--- src/sv/lru_open_page_tracker_macros.svh ---
// assertion macros for the lru open page tracker
// no dependencies; included by the rtl files that check their own logic
`ifndef LRU_OPEN_PAGE_TRACKER_MACROS_SVH
`define LRU_OPEN_PAGE_TRACKER_MACROS_SVH

`ifndef SYNTHESIS

// checked at every rising edge, skipped while reset is high
`define LOPT_ASSERT(label, clk, rst, prop) \
   label: assert property (@(posedge clk) disable iff (rst) (prop)) \
      else $error("lopt assertion failed");

// checked at every rising edge, reset included
`define LOPT_ASSERT_ALWAYS(label, clk, prop) \
   label: assert property (@(posedge clk) (prop)) \
      else $error("lopt assertion failed");

`else

`define LOPT_ASSERT(label, clk, rst, prop)
`define LOPT_ASSERT_ALWAYS(label, clk, prop)

`endif

`endif

--- src/sv/lopt_pkg.sv ---
// shared types and constants of the lru open page tracker
// no dependencies; imported by every module of the block
package lopt_pkg;

   // list geometry
   localparam int DEPTH   = 4;
   localparam int CNT_W   = $clog2(DEPTH + 1);
   localparam int IDX_W   = (DEPTH > 1) ? $clog2(DEPTH) : 1;
   localparam int FIELD_W = 16;
   localparam int KEY_W   = 2 * FIELD_W;
   localparam int OCC_W   = 3;

   // request kinds
   typedef enum logic {
      OP_OPEN  = 1'b0,
      OP_CLOSE = 1'b1
   } opcode_type;

   // controller states
   typedef enum logic {
      ST_EMPTY,
      ST_HOLD
   } state_type;

   // controller to datapath commands
   typedef struct packed {
      logic load;
   } cmd_type;

endpackage

--- src/sv/lru_open_page_tracker.sv ---
// top level of the lru open page tracker: stream ports, controller and datapath
// depends on lopt_pkg, lopt_ctrl and lopt_datapath

// Tracks up to DEPTH (4) open pages in least recently used order, each keyed by
// entry id and page index. An open that hits moves the key to the newest place,
// an open that misses on a full list evicts and reports the oldest key, a close
// removes a matching key. Every request beat yields exactly one response beat,
// held in an output register. The compare over all slots and the shift of the
// list are done in the cycle the beat is accepted, and a new request is accepted
// in the same cycle the held response is taken, so the block sustains one request
// per cycle while responses are taken. The list is empty after reset with no
// clearing pass.
module lru_open_page_tracker
   import lopt_pkg::*;
(
   input  logic        clock,
   input  logic        reset,
   input  logic        req_tvalid,
   output logic        req_tready,
   input  logic [31:0] req_tdata,   // entry_id[15:0], page_index[31:16]
   input  logic [0:0]  req_tuser,   // opcode[0]
   output logic        rsp_tvalid,
   input  logic        rsp_tready,
   output logic [39:0] rsp_tdata,   // evicted_entry_id[15:0], evicted_page_index[31:16],
                                    // occupancy[34:32], zero[39:35]
   output logic [1:0]  rsp_tuser    // hit[0], evicted[1]
);

   cmd_type            cmd;
   opcode_type         opcode;
   logic               hit;
   logic               evicted;
   logic [FIELD_W-1:0] evicted_entry_id;
   logic [FIELD_W-1:0] evicted_page_index;
   logic [OCC_W-1:0]   occupancy;

   // request beat fields
   assign opcode = opcode_type'(req_tuser[0]);

   // handshake control
   lopt_ctrl u_ctrl (
      .clock      (clock),
      .reset      (reset),
      .req_tvalid (req_tvalid),
      .req_tready (req_tready),
      .rsp_tvalid (rsp_tvalid),
      .rsp_tready (rsp_tready),
      .cmd        (cmd)
   );

   // list and result register
   lopt_datapath u_datapath (
      .clock              (clock),
      .reset              (reset),
      .cmd                (cmd),
      .opcode             (opcode),
      .entry_id           (req_tdata[15:0]),
      .page_index         (req_tdata[31:16]),
      .hit                (hit),
      .evicted            (evicted),
      .evicted_entry_id   (evicted_entry_id),
      .evicted_page_index (evicted_page_index),
      .occupancy          (occupancy)
   );

   // response beat packing
   assign rsp_tdata = {5'b0, occupancy, evicted_page_index, evicted_entry_id};
   assign rsp_tuser = {evicted, hit};

endmodule

--- src/sv/lopt_ctrl.sv ---
// controller of the lru open page tracker: beat handshakes and result register control
// depends on lopt_pkg
module lopt_ctrl
   import lopt_pkg::*;
(
   input  logic    clock,
   input  logic    reset,
   input  logic    req_tvalid,
   output logic    req_tready,
   output logic    rsp_tvalid,
   input  logic    rsp_tready,
   output cmd_type cmd
);

   state_type state_ff;
   state_type state_in;

   // next state
   always_comb begin
      state_in = state_ff;
      case (state_ff)
         ST_EMPTY: begin
            if (req_tvalid) begin
               state_in = ST_HOLD;
            end
         end
         ST_HOLD: begin
            if (rsp_tready) begin
               state_in = req_tvalid ? ST_HOLD : ST_EMPTY;
            end
         end
         default: begin
            state_in = ST_EMPTY;
         end
      endcase
   end

   // outputs: a new beat is taken when the result register is empty or being drained
   always_comb begin
      req_tready = 1'b0;
      rsp_tvalid = 1'b0;
      case (state_ff)
         ST_EMPTY: begin
            req_tready = 1'b1;
         end
         ST_HOLD: begin
            req_tready = rsp_tready;
            rsp_tvalid = 1'b1;
         end
         default: begin
            req_tready = 1'b0;
         end
      endcase
      cmd.load = req_tvalid & req_tready;
   end

   // state register
   always_ff @(posedge clock) begin
      if (reset) begin
         state_ff <= ST_EMPTY;
      end else begin
         state_ff <= state_in;
      end
   end

endmodule

--- src/sv/lopt_datapath.sv ---
// datapath of the lru open page tracker: key slots, match, shift and result register
// depends on lopt_pkg and lru_open_page_tracker_macros.svh
`include "lru_open_page_tracker_macros.svh"

module lopt_datapath
   import lopt_pkg::*;
(
   input  logic               clock,
   input  logic               reset,
   input  cmd_type            cmd,
   input  opcode_type         opcode,
   input  logic [FIELD_W-1:0] entry_id,
   input  logic [FIELD_W-1:0] page_index,
   output logic               hit,
   output logic               evicted,
   output logic [FIELD_W-1:0] evicted_entry_id,
   output logic [FIELD_W-1:0] evicted_page_index,
   output logic [OCC_W-1:0]   occupancy
);

   logic [KEY_W-1:0] slot_ff [DEPTH];
   logic [KEY_W-1:0] slot_in [DEPTH];
   logic [CNT_W-1:0] count_ff;
   logic [CNT_W-1:0] count_in;

   logic               hit_ff;
   logic               evicted_ff;
   logic [KEY_W-1:0]   ev_key_ff;
   logic [OCC_W-1:0]   occ_ff;
   logic [OCC_W-1:0]   occ_in;

   logic [KEY_W-1:0]   key;
   logic [DEPTH-1:0]   match;
   logic               hit_c;
   logic [IDX_W-1:0]   hit_pos;
   logic               full;
   logic               evict_c;
   logic               remove;
   logic [IDX_W-1:0]   rm_pos;
   logic [CNT_W-1:0]   cnt_mid;
   logic               append;
   logic [KEY_W-1:0]   ev_key_c;
   logic [CNT_W+OCC_W-1:0] occ_wide;

   assign key = {entry_id, page_index};

   // associative compare over the valid slots
   always_comb begin
      for (int i = 0; i < DEPTH; i++) begin
         match[i] = (CNT_W'(i) < count_ff) && (slot_ff[i] == key);
      end
   end

   // keys are unique in the list, so any matching slot is the one
   always_comb begin
      hit_pos = '0;
      for (int i = DEPTH - 1; i >= 0; i--) begin
         if (match[i]) begin
            hit_pos = IDX_W'(i);
         end
      end
   end

   // removal and append decisions
   assign hit_c    = |match;
   assign full     = (count_ff == CNT_W'(DEPTH));
   assign evict_c  = !hit_c && (opcode == OP_OPEN) && full;
   assign remove   = hit_c || evict_c;
   assign rm_pos   = hit_c ? hit_pos : '0;
   assign cnt_mid  = remove ? (count_ff - CNT_W'(1)) : count_ff;
   assign append   = (opcode == OP_OPEN);
   assign count_in = append ? (cnt_mid + CNT_W'(1)) : cnt_mid;
   assign ev_key_c = evict_c ? slot_ff[0] : '0;

   // close the gap behind the removed slot, then place the new key at the tail
   always_comb begin
      for (int i = 0; i < DEPTH; i++) begin
         if (remove && (IDX_W'(i) >= rm_pos)) begin
            slot_in[i] = slot_ff[(i + 1 < DEPTH) ? i + 1 : i];
         end else begin
            slot_in[i] = slot_ff[i];
         end
         if (append && (cnt_mid == CNT_W'(i))) begin
            slot_in[i] = key;
         end
      end
   end

   // occupancy field, masked or zero extended to its width
   assign occ_wide = {{OCC_W{1'b0}}, count_in};
   assign occ_in   = occ_wide[OCC_W-1:0];

   // key slots, no reset: only slots below the count are ever read
   always_ff @(posedge clock) begin
      if (cmd.load) begin
         for (int i = 0; i < DEPTH; i++) begin
            slot_ff[i] <= slot_in[i];
         end
      end
   end

   // slot count
   always_ff @(posedge clock) begin
      if (reset) begin
         count_ff <= '0;
      end else if (cmd.load) begin
         count_ff <= count_in;
      end
   end

   // result register
   always_ff @(posedge clock) begin
      if (cmd.load) begin
         hit_ff     <= hit_c;
         evicted_ff <= evict_c;
         ev_key_ff  <= ev_key_c;
         occ_ff     <= occ_in;
      end
   end

   assign hit                = hit_ff;
   assign evicted            = evicted_ff;
   assign evicted_entry_id   = ev_key_ff[KEY_W-1:FIELD_W];
   assign evicted_page_index = ev_key_ff[FIELD_W-1:0];
   assign occupancy          = occ_ff;

   // checks on the list bookkeeping
   `LOPT_ASSERT(a_count_bound, clock, reset, count_ff <= CNT_W'(DEPTH))
   `LOPT_ASSERT(a_evict_keeps_full, clock, reset,
      (!reset && cmd.load && evict_c) |=> (count_ff == CNT_W'(DEPTH)))
   `LOPT_ASSERT(a_close_hit_shrinks, clock, reset,
      (!reset && cmd.load && hit_c && (opcode == OP_CLOSE))
         |=> (count_ff == $past(count_ff) - CNT_W'(1)))
   `LOPT_ASSERT(a_evict_only_on_miss, clock, reset, !(cmd.load && evict_c && hit_c))

endmodule

--- config.mk ---
export PLATFORM = sky130hd
export DESIGN_NAME = lru_open_page_tracker
export DESIGN_NICKNAME = d
export VERILOG_FILES = /design/src/sv/lopt_pkg.sv /design/src/sv/lru_open_page_tracker.sv /design/src/sv/lopt_ctrl.sv /design/src/sv/lopt_datapath.sv
export VERILOG_INCLUDE_DIRS = /design/src /design/src/sv
export SDC_FILE = /design/constraint.sdc
export NUM_CORES = 1
export LEC_CHECK = 0
export BUFFER_PORTS_ARGS = -buffer_cell sky130_fd_sc_hd__buf_4
export CAP_MARGIN = 10
export CORE_MARGIN = 4
export CORE_UTILIZATION = 35
export DETAILED_ROUTE_END_ITERATION = 10
export GPL_ROUTABILITY_DRIVEN = 0
export SETUP_SLACK_MARGIN = 0.4
export SLEW_MARGIN = 20
export SYNTH_ARGS = -nofsm -noshare
export SYNTH_HDL_FRONTEND = slang
export SYNTH_SLANG_ARGS = --single-unit
--- constraint.sdc ---
create_clock -name clock -period 8.5 [get_ports clock]
set_input_delay 0.85 -clock clock [delete_from_list [all_inputs] [get_ports clock]]
set_output_delay 0.85 -clock clock [all_outputs]
set_load 0.005 [all_outputs]
==> results of run 1 <==
-- sequential cells by signal, summed over array words and instances, names as in the netlist --
signal and cells:
u_ctrl.state_ff 1, u_datapath.ev_key_ff 32, u_datapath.hit 1, u_datapath.slot_ff 128, u_datapath.evicted 1, u_datapath.count_ff 3
u_datapath.occupancy 3
-- power breakdown --
group | internal (W) | switching, W
logic | 0.000101 | 0.000106
registers | 0.000941 | 0.0000143
clock network | 0.000402 | 0.000324
total | 0.00144 | 0.000445
-- cell type report --
class | instances | area share, %
antenna | 1 | 0.0241
clock buffer | 17 | 4.10
clock inverter | 15 | 1.20
inverter | 7 | 0.277
multi-input combinational | 381 | 35.5
sequential | 169 | 48.5
tap | 335 | 4.04
timing repair buffer | 83 | 6.39
-- kinds of logic (layout without fill, tap and decap cells) --
kind of cell	Yosys count	after routing	share of synthesized area [%]
and+or+nand+nor	114	114	7.98
AOI/OAI and AO/OA	24	24	2.17
xor gates and xnor gates	131	131	12.4
other	1	6	0.0404
adders and majority gates	8	8	1.08
DFF	169	169	54.3
muxes	99	99	15.5
buffers and inverters	61	122	6.61
-- cell usage after synthesis (9+ instances only) --
| cell | number | share of area [%] |
|---|---|---|
| sky130_fd_sc_hd__xor2_1 | 39 | 3.7 |
| sky130_fd_sc_hd__buf_2 | 10 | 0.54 |
| sky130_fd_sc_hd__mux2_4 | 87 | 14 |
| sky130_fd_sc_hd__a21oi_1 | 9 | 0.49 |
| sky130_fd_sc_hd__xnor2_1 | 92 | 8.7 |
| sky130_fd_sc_hd__buf_12 | 9 | 1.9 |
| sky130_fd_sc_hd__and2_1 | 32 | 2.2 |
| sky130_fd_sc_hd__mux2_2 | 9 | 1.1 |
| sky130_fd_sc_hd__edfxtp_1 | 165 | 53 |
| sky130_fd_sc_hd__nand2_1 | 9 | 0.36 |
| sky130_fd_sc_hd__nand4_1 | 23 | 1.6 |
| sky130_fd_sc_hd__clkbuf_8 | 11 | 1.6 |
| sky130_fd_sc_hd__buf_6 | 11 | 1.3 |
| sky130_fd_sc_hd__nor4_1 | 11 | 0.74 |
-- final timing paths --
kind                             from                        end  slack [ns]  depth (start not counted)
max                     req_tdata[22]  u_datapath.slot_ff[0][26]        3.80                         15
min                   u_ctrl.state_ff            u_ctrl.state_ff        0.53                          2
max reg2reg  u_datapath.slot_ff[2][6]  u_datapath.slot_ff[0][26]        3.98                         14
min reg2reg           u_ctrl.state_ff            u_ctrl.state_ff        0.53                          2
-- per-stage QoR --
step	total power [W]	instance area (um^2)	setup slack, ns	utilization (%)
6_report	0.00189	10400	3.80	39.8
5_1_grt	0.00196	10400	3.59	39.8
2_1_floorplan	0.00113	9290	2.74	-
3_5_place_dp	0.00118	9780	3.31	37.5
4_1_cts	0.00191	10300	3.77	39.6
3_3_place_gp	0.00118	9780	3.44	37.5
-- metal layers --
metal / track usage [%] / part of all wire, % / vias up
met5: 0 / 0 / -
met4: 5.55 / 2.2 / 0
met3: 2.56 / 6.2 / 24
met2: 20.2 / 44 / 137
met1: 20.2 / 47 / 2362
li1: - / - / 2295
-- worst max-delay path: cells and delay by family --
| family | cells | cell delay (ns) |
|---|---|---|
| AOI/OAI and AO/OA | 2 | 0.68 |
| adders and majority gates | 1 | 0.15 |
| xor gates and xnor gates | 2 | 0.46 |
| and+or+nand+nor | 6 | 1.57 |
| buffers and inverters | 4 | 1.04 |
==> run metrics, run 1 <==
I/O Pins 81; layout cells sized above 1 34.4%; Core Footprint 26100 um^2; setup repair after global routing missed its margin no; hold buffers post-CTS 0; number of distinct library cells after synthesis 47; aggregate global routing overflow 0; Rel. slew slack 40.8%; vias after detailed routing 4818; Final #Nets 704; number of design rule violations left after detail routing 0; first-pass GRT wire length 30000 um; sequential cell area 5030 um^2; clock tree root driver cell sky130_fd_sc_hd__clkbuf_16; final hold vios 0; total negative setup slack 0 ns; highest-delay cell along the critical path sky130_fd_sc_hd__a21oi_2; flops & latches, synth 169; count of maximum capacitance violations 0; Main synth FF type sky130_fd_sc_hd__edfxtp_1; area occupied by multi-input gates 3680 um^2; Critical Path AT 4.78 ns; Netlist Area Pre-Place 9280 um^2; clk_lat worst skew 0.43 ns; area grow syn2layout 11.9%; cell-by-cell trace of the critical path buf_4 > xnor2_1 > nand4_1 > nor4_1 > nand3_1 > nand4_2 > or2_2 > xnor2_1 > inv_1 > ha_1 > and2b_2 > o211ai_4 > buf_4 > a21oi_2 > buf_4; Total GRT Usage 13.8%; number of endpoints failing setup at the final stage 0; Clk pin slew, worst setup/hold paths 0.06 ns; Worst VDD drop 0.130 mV; most used cells in the layout excluding fill and tap cells sky130_fd_sc_hd__edfxtp_1, sky130_fd_sc_hd__xnor2_1, sky130_fd_sc_hd__mux2_4; CP startpoint kind input port; Die Footprint 29200 um^2; CTS tree yes; number of port buffers 75; maximum clock insertion buffer count 2; Fmax achieved 213 MHz; Static Leakage 3.87 nW; clock period minus worst slack 4.70 ns; residual antenna-violating net count after detailed routing 0; largest stage delay on the critical path 0.61 ns; most common cell after layout, fill and taps aside sky130_fd_sc_hd__edfxtp_1; TritonCTS sink count 169; routed wire length 19900 um; Async SR Flop Fraction 0%; power density over the cells 182 nW/um^2; Cell Rows 59; final max-slew violation count 0; post-route non-filler standard cell count 1008; post-cts resize count 0; per-instance average area after synthesis 15.3 um^2; ratio of routed vias to standard cells 4.78; sequential-to-total area share from yosys stat 54.3%; period utilization 55.3%; clock tree skew after final layout 0.0116 ns; CTS H-tree depth 4; kind of end point of the critical path register; critical path required time 8.58 ns; first-pass iteration count of the detailed router 4; category of the most critical setup path input port to register; number of synthesized flops with an enable pin 165; routed wire length per instance 19.7 um; Filler Cells Inserted 2403; actual slew at the worst max-slew pin 0.888 ns; worst hold path type register to register; starting density of the core 35.6%; Iteration-0 DRC Markers 379; pin count of the biggest net entering global routing 35; die boundary height 171 um; chip width 171 um; Most Frequent Cell on Critical Path sky130_fd_sc_hd__buf_4; number of buffers created by CTS 17; number of setup buffers added after CTS 0; initial antenna violation count 1; number of global-route vias before repair 4859; half-perimeter wire length of the detailed placement result 14900 um; highest fanout seen on the critical path 33; Warnings, synthesis 0; Worst Hold Margin 0.534 ns; synthesized instance count 607; number of cells after detailed placement 973; result of the run finished clean
No activity file was read; power rests on OpenSTA's default activity.
==> run 2, diff against run 1 <==
- clock period: 8.5 -> 4.4 ns (I/O delays scaled with it)
==> run metrics, run 2 (synthesized netlist as in run 1, its figures left out) <==
first-pass GRT wire length 29300 um; starting density of the core 35.6%; flip-flop count of the largest register after layout 128; Iteration-0 DRC Markers 244; clk_lat worst skew 0.44 ns; final std cell area, no fill 10500 um^2; CTS tree yes; highest fanout seen on the critical path 27; residual antenna-violating net count after detailed routing 0; Final #Nets 711; Critical Path AT 3.96 ns; Total GRT Usage 13.5%; vias after detailed routing 4804; CP startpoint kind register; number of endpoints failing setup at the final stage 0; clock period minus worst slack 3.79 ns; Rel. slew slack 39.4%; power share of the sequential group 49.7%; pin count of the biggest net entering global routing 34; clock tree root driver cell sky130_fd_sc_hd__clkbuf_16; number of global-route vias before repair 4871; die boundary height 171 um; routed wire length 19400 um; most used cells in the layout excluding fill and tap cells sky130_fd_sc_hd__edfxtp_1, sky130_fd_sc_hd__xnor2_1, sky130_fd_sc_hd__mux2_4; worst hold path type input port to register; Placed Instance Area 9870 um^2; Fmax achieved 264 MHz; clock group share of total power 39.2%; layout cells sized above 1 35.3%; ratio of routed vias to standard cells 4.74; setup repair after global routing missed its margin no; area grow syn2layout 13.3%; initial antenna violation count 0; Logic pwr share 11.1%; number of design rule violations left after detail routing 0; Core Footprint 26100 um^2; number of port buffers 75; Cell Rows 59; Filler Cells Inserted 2378; TritonCTS sink count 169; Die Footprint 29200 um^2; period utilization 86.1%; maximum clock insertion buffer count 2; I/O Pins 81; Clk pin slew, worst setup/hold paths 0.07 ns; net load switching power 0.000902 W; registers with the most flip-flops u_datapath.slot_ff x128, u_datapath.ev_key_ff x32; number of buffers created by CTS 17; routed wire length per instance 19.1 um; CTS H-tree depth 4; half-perimeter wire length of the detailed placement result 14500 um; Worst VDD drop 0.208 mV; count of maximum capacitance violations 0; cell-internal power 0.00281 W; final max-slew violation count 0; actual slew at the worst max-slew pin 0.909 ns; category of the most critical setup path register to register; aggregate global routing overflow 0; kind of end point of the critical path register; final hold vios 0; chip width 171 um; critical path required time 4.58 ns; first-pass iteration count of the detailed router 4; power density over the cells 353 nW/um^2; most common cell after layout, fill and taps aside sky130_fd_sc_hd__edfxtp_1; sw frac 24.3%; clock tree skew after final layout 0.0180 ns; total negative setup slack 0 ns; Static Leakage 3.92 nW; count of antenna diodes in the layout 0; result of the run finished clean; register containing the most flip-flops in the final layout u_datapath.slot_ff
[run 2: final cells by class]
cell class	count	area [um^2]	share of cell area, %
clock buffer	17	425	4.05
clock inverter	15	144	1.37
inverter	7	28.8	0.274
multi-input combinational	381	3700	35.2
sequential	169	5030	47.9
tap	335	419	3.99
timing repair buffer	90	758	7.21
[run 2: metrics by stage]
step / std cells / total power (W) / util (%) / hold slack, ns / setup slack [ns]
floorplan: 611 / 0.00219 / - / 0.503 / 0.505
global placement: 975 / 0.00228 / 37.9 / 0.509 / 0.293
detailed placement: 975 / 0.00229 / 37.9 / 0.521 / 0.217
CTS: 1007 / 0.00374 / 40.0 / 0.184 / 0.414
global route: 1014 / 0.00385 / 40.4 / 0.183 / 0.413
finish: 1014 / 0.00371 / 40.4 / 0.205 / 0.614
[run 2: repair_timing]
| item | 4_1_cts | 5_1_grt |
|---|---|---|
| setup endpoints to repair | 0 | 49 |
| setup buffers | 0 | 6 |
| hold buffers | 0 | 0 |
| resized for setup | 0 | 1 |
[run 2: power groups by stage]
stage | logic (W) | clock network [W] | registers (W)
after CTS | 0.000410 | 0.00148 | 0.00185
final | 0.000411 | 0.00146 | 0.00184
after global routing | 0.000442 | 0.00156 | 0.00185
after detailed placement | 0.000408 | 0 | 0.00188
after floorplan | 0.000320 | 0 | 0.00187
after global placement | 0.000402 | 0 | 0.00188
[run 2: path summary, 6_finish.rpt]
path / start / to / slack, ns / cells after the start
max: u_datapath.slot_ff[1][8] / u_datapath.slot_ff[1][31] / 0.61 / 13
min: reset / u_datapath.count_ff[0] / 0.20 / 2
max reg2reg: u_datapath.slot_ff[1][8] / u_datapath.slot_ff[1][31] / 0.61 / 13
min reg2reg: u_ctrl.state_ff / u_ctrl.state_ff / 0.52 / 2
[run 2: routing by layer]
| metal | up-vias | GRT usage [%] | wire length (um) |
|---|---|---|---|
| met1 | 2367 | 19.0 | 9270 |
| met5 | - | 0 | 0 |
| met3 | 19 | 2.73 | 901 |
| li1 | 2307 | - | - |
| met2 | 111 | 21.1 | 8940 |
| met4 | 0 | 4.00 | 262 |
[run 2: critical path, cell delays in order (launching register included)]
cell and delay (ns):
sky130_fd_sc_hd__edfxtp_1 0.40, sky130_fd_sc_hd__xor2_1 0.16, sky130_fd_sc_hd__nor4_1 0.39, sky130_fd_sc_hd__nand3_1 0.22, sky130_fd_sc_hd__or3_4 0.47, sky130_fd_sc_hd__nand4_2 0.17, sky130_fd_sc_hd__or2_2 0.19, sky130_fd_sc_hd__nor2_1 0.06
sky130_fd_sc_hd__a21o_1 0.19, sky130_fd_sc_hd__ha_1 0.19, sky130_fd_sc_hd__and2b_2 0.21, sky130_fd_sc_hd__o211ai_4 0.20, sky130_fd_sc_hd__buf_12 0.30, sky130_fd_sc_hd__mux2_2 0.36
==> run 3, diff against run 2 <==
- SYNTH_HIERARCHICAL: unset -> 1
- clock period: 4.4 -> 3.48 ns (I/O delays scaled with it)
==> run metrics, run 3 <==
number of design rule violations left after detail routing 0; number of cells after detailed placement 1055; Fmax achieved 263 MHz; Filler Cells Inserted 2294; Die Footprint 29200 um^2; largest cells by area after synthesis sky130_fd_sc_hd__edfxtp_1, sky130_fd_sc_hd__mux2_4, sky130_fd_sc_hd__xor2_1; number of synthesized flops with an enable pin 165; count of antenna diodes in the layout 0; I/O Pins 81; initial antenna violation count 0; number of distinct library cells after synthesis 50; Most Frequent Cell on Critical Path sky130_fd_sc_hd__buf_6; Async SR Flop Fraction 0%; flops & latches, synth 169; Critical Path AT 3.93 ns; actual slew at the worst max-slew pin 0.906 ns; setup slack after placement -0.384 ns; Iteration-0 DRC Markers 437; vias after detailed routing 5410; Clk pin slew, worst setup/hold paths 0.07 ns; number of buffers created by CTS 17; clock period minus worst slack 3.80 ns; cell-by-cell trace of the critical path xor2_1 > nor4_1 > nand4_1 > or4_4 > and4_4 > o21ai_4 > mux2i_2 > buf_4 > buf_6 > buf_6 > buf_6 > ha_4 > ha_4 > and3_2 > buf_12; number of global-route vias before repair 5670; first-pass iteration count of the detailed router 5; power density over the cells 423 nW/um^2; CTS H-tree depth 4; clock tree root driver cell sky130_fd_sc_hd__clkbuf_16; Worst VDD drop 0.320 mV; CP startpoint kind register; Warnings, synthesis 6; Layout Utilization 44.5%; chip width 171 um; clock tree skew after final layout 0.0176 ns; Placed Instance Area 10500 um^2; first-pass GRT wire length 34900 um; cell with the most instances after synthesis sky130_fd_sc_hd__edfxtp_1; count of maximum capacitance violations 0; gate family responsible for the most delay along the worst path simple AND/OR/NAND/NOR gates; number of port buffers 75; most area-hungry cell type in the Yosys netlist sky130_fd_sc_hd__edfxtp_1; worst path setup slack after routing -0.318 ns; post-route non-filler standard cell count 1115; residual antenna-violating net count after detailed routing 0; per-instance average area after synthesis 15.3 um^2; most instantiated cells after synthesis sky130_fd_sc_hd__edfxtp_1, sky130_fd_sc_hd__xor2_1, sky130_fd_sc_hd__mux2_4; kind of end point of the critical path register; flip-flop count of the largest register after layout 128; Netlist Area Pre-Place 9290 um^2; Static Leakage 4.40 nW; Cell Rows 59; share of the synthesized area in the top cell type 53.3%; CTS tree yes; Core Footprint 26100 um^2; half-perimeter wire length of the detailed placement result 16100 um; synthesized instance count 607; highest fanout seen on the critical path 32; critical path required time 3.61 ns; sequential-to-total area share from yosys stat 54.2%; aggregate global routing overflow 0; Final #Nets 812; buffer and inverter count on the worst path 5; registers with the most flip-flops u_datapath/slot_ff x128, u_datapath/ev_key_ff x32; TritonCTS sink count 169; Total GRT Usage 15.9%; result of the run finished, violations left; Worst Hold Margin 0.125 ns; Main synth FF type sky130_fd_sc_hd__edfxtp_1; final max-slew violation count 0; category of the most critical setup path register to register; pin count of the biggest net entering global routing 51; starting density of the core 35.7%; most used cells in the layout excluding fill and tap cells sky130_fd_sc_hd__buf_4, sky130_fd_sc_hd__edfxtp_1, sky130_fd_sc_hd__mux2_4; violations in the final reports setup timing; routed wire length 23500 um; largest stage delay on the critical path 0.47 ns; layout cells sized above 1 46.5%; final hold vios 0; routed wire length per instance 21.1 um; die boundary height 171 um; period utilization 109%; worst hold path type input port to register; number of endpoints failing setup at the final stage 226; area grow syn2layout 24.7%; highest-delay cell along the critical path sky130_fd_sc_hd__nor4_1; hold buffers post-CTS 0; Rel. slew slack 39.2%; ratio of routed vias to standard cells 4.85; clk_lat worst skew 0.44 ns; setup repair after global routing missed its margin yes; most common cell after layout, fill and taps aside sky130_fd_sc_hd__buf_4; final std cell area, no fill 11600 um^2; register containing the most flip-flops in the final layout u_datapath/slot_ff; maximum clock insertion buffer count 2
run 3: per-stage QoR:
stage / total power (W) / setup TNS, ns
after global routing: 0.00507 / -104.54
after detailed placement: 0.00300 / -61.91
final: 0.00491 / -60.68
after CTS: 0.00493 / -20.69
after floorplan: 0.00280 / -2.94
after global placement: 0.00299 / -48.54
run 3: cell families after synthesis:
family,count (synthesis),share of synthesized area (%)
xor gates and xnor gates,130,12.3
adders and majority gates,8,1.08
AOI/OAI and AO/OA,27,2.53
muxes,99,15.5
and+or+nand+nor,111,7.58
other,1,0.0404
DFF,169,54.2
buffers and inverters,62,6.76
run 3: what timing repair did:
action | in CTS | in global routing
pin swaps | 9 | 2
setup endpoints to repair | 228 | 228
cloned | 7 | 2
setup buffers | 12 | 7
resized for setup | 36 | 8
run 3: routing by layer:
metal	GRT usage (%)	part of all wire, %
met3	2.38	4.6
met2	24.9	46
met4	5.92	2.6
met1	22.4	46
met5	0	0
run 3: area by class of cell:
cell class | instances | area [um^2] | share of cell area, %
flip-flops and latches | 169 | 5030 | 43.4
multi-input cells | 384 | 3880 | 33.5
repair buffers | 188 | 1660 | 14.3
clock buffers | 17 | 425 | 3.67
well taps | 335 | 419 | 3.62
clock inverters | 15 | 140 | 1.21
inverters | 7 | 28.8 | 0.248
run 3: path summary, 6_finish.rpt:
kind	from	end	slack, ns	depth (start not counted)
setup reg to reg	u_datapath/slot_ff[0][4]	u_datapath/slot_ff[3][15]	-0.32	15
hold / removal	reset	u_ctrl/state_ff	0.13	2
hold reg to reg	u_ctrl/state_ff	u_ctrl/state_ff	0.51	2
setup / recovery	u_datapath/slot_ff[0][4]	u_datapath/slot_ff[3][15]	-0.32	15
run 3: report_power, final:
group	internal [W]	switching, W
clock network	0.000998	0.000853
registers	0.00230	0.0000365
logic	0.000368	0.000346
run 3: worst register-to-register path: cells and delay by family (launching register included):
kind / cells / cell delay, ns
AOI/OAI and AO/OA: 1 / 0.08
muxes: 1 / 0.30
adders and majority gates: 2 / 0.23
and+or+nand+nor: 5 / 1.54
xor gates and xnor gates: 1 / 0.21
buffers and inverters: 5 / 0.66
DFF: 1 / 0.46
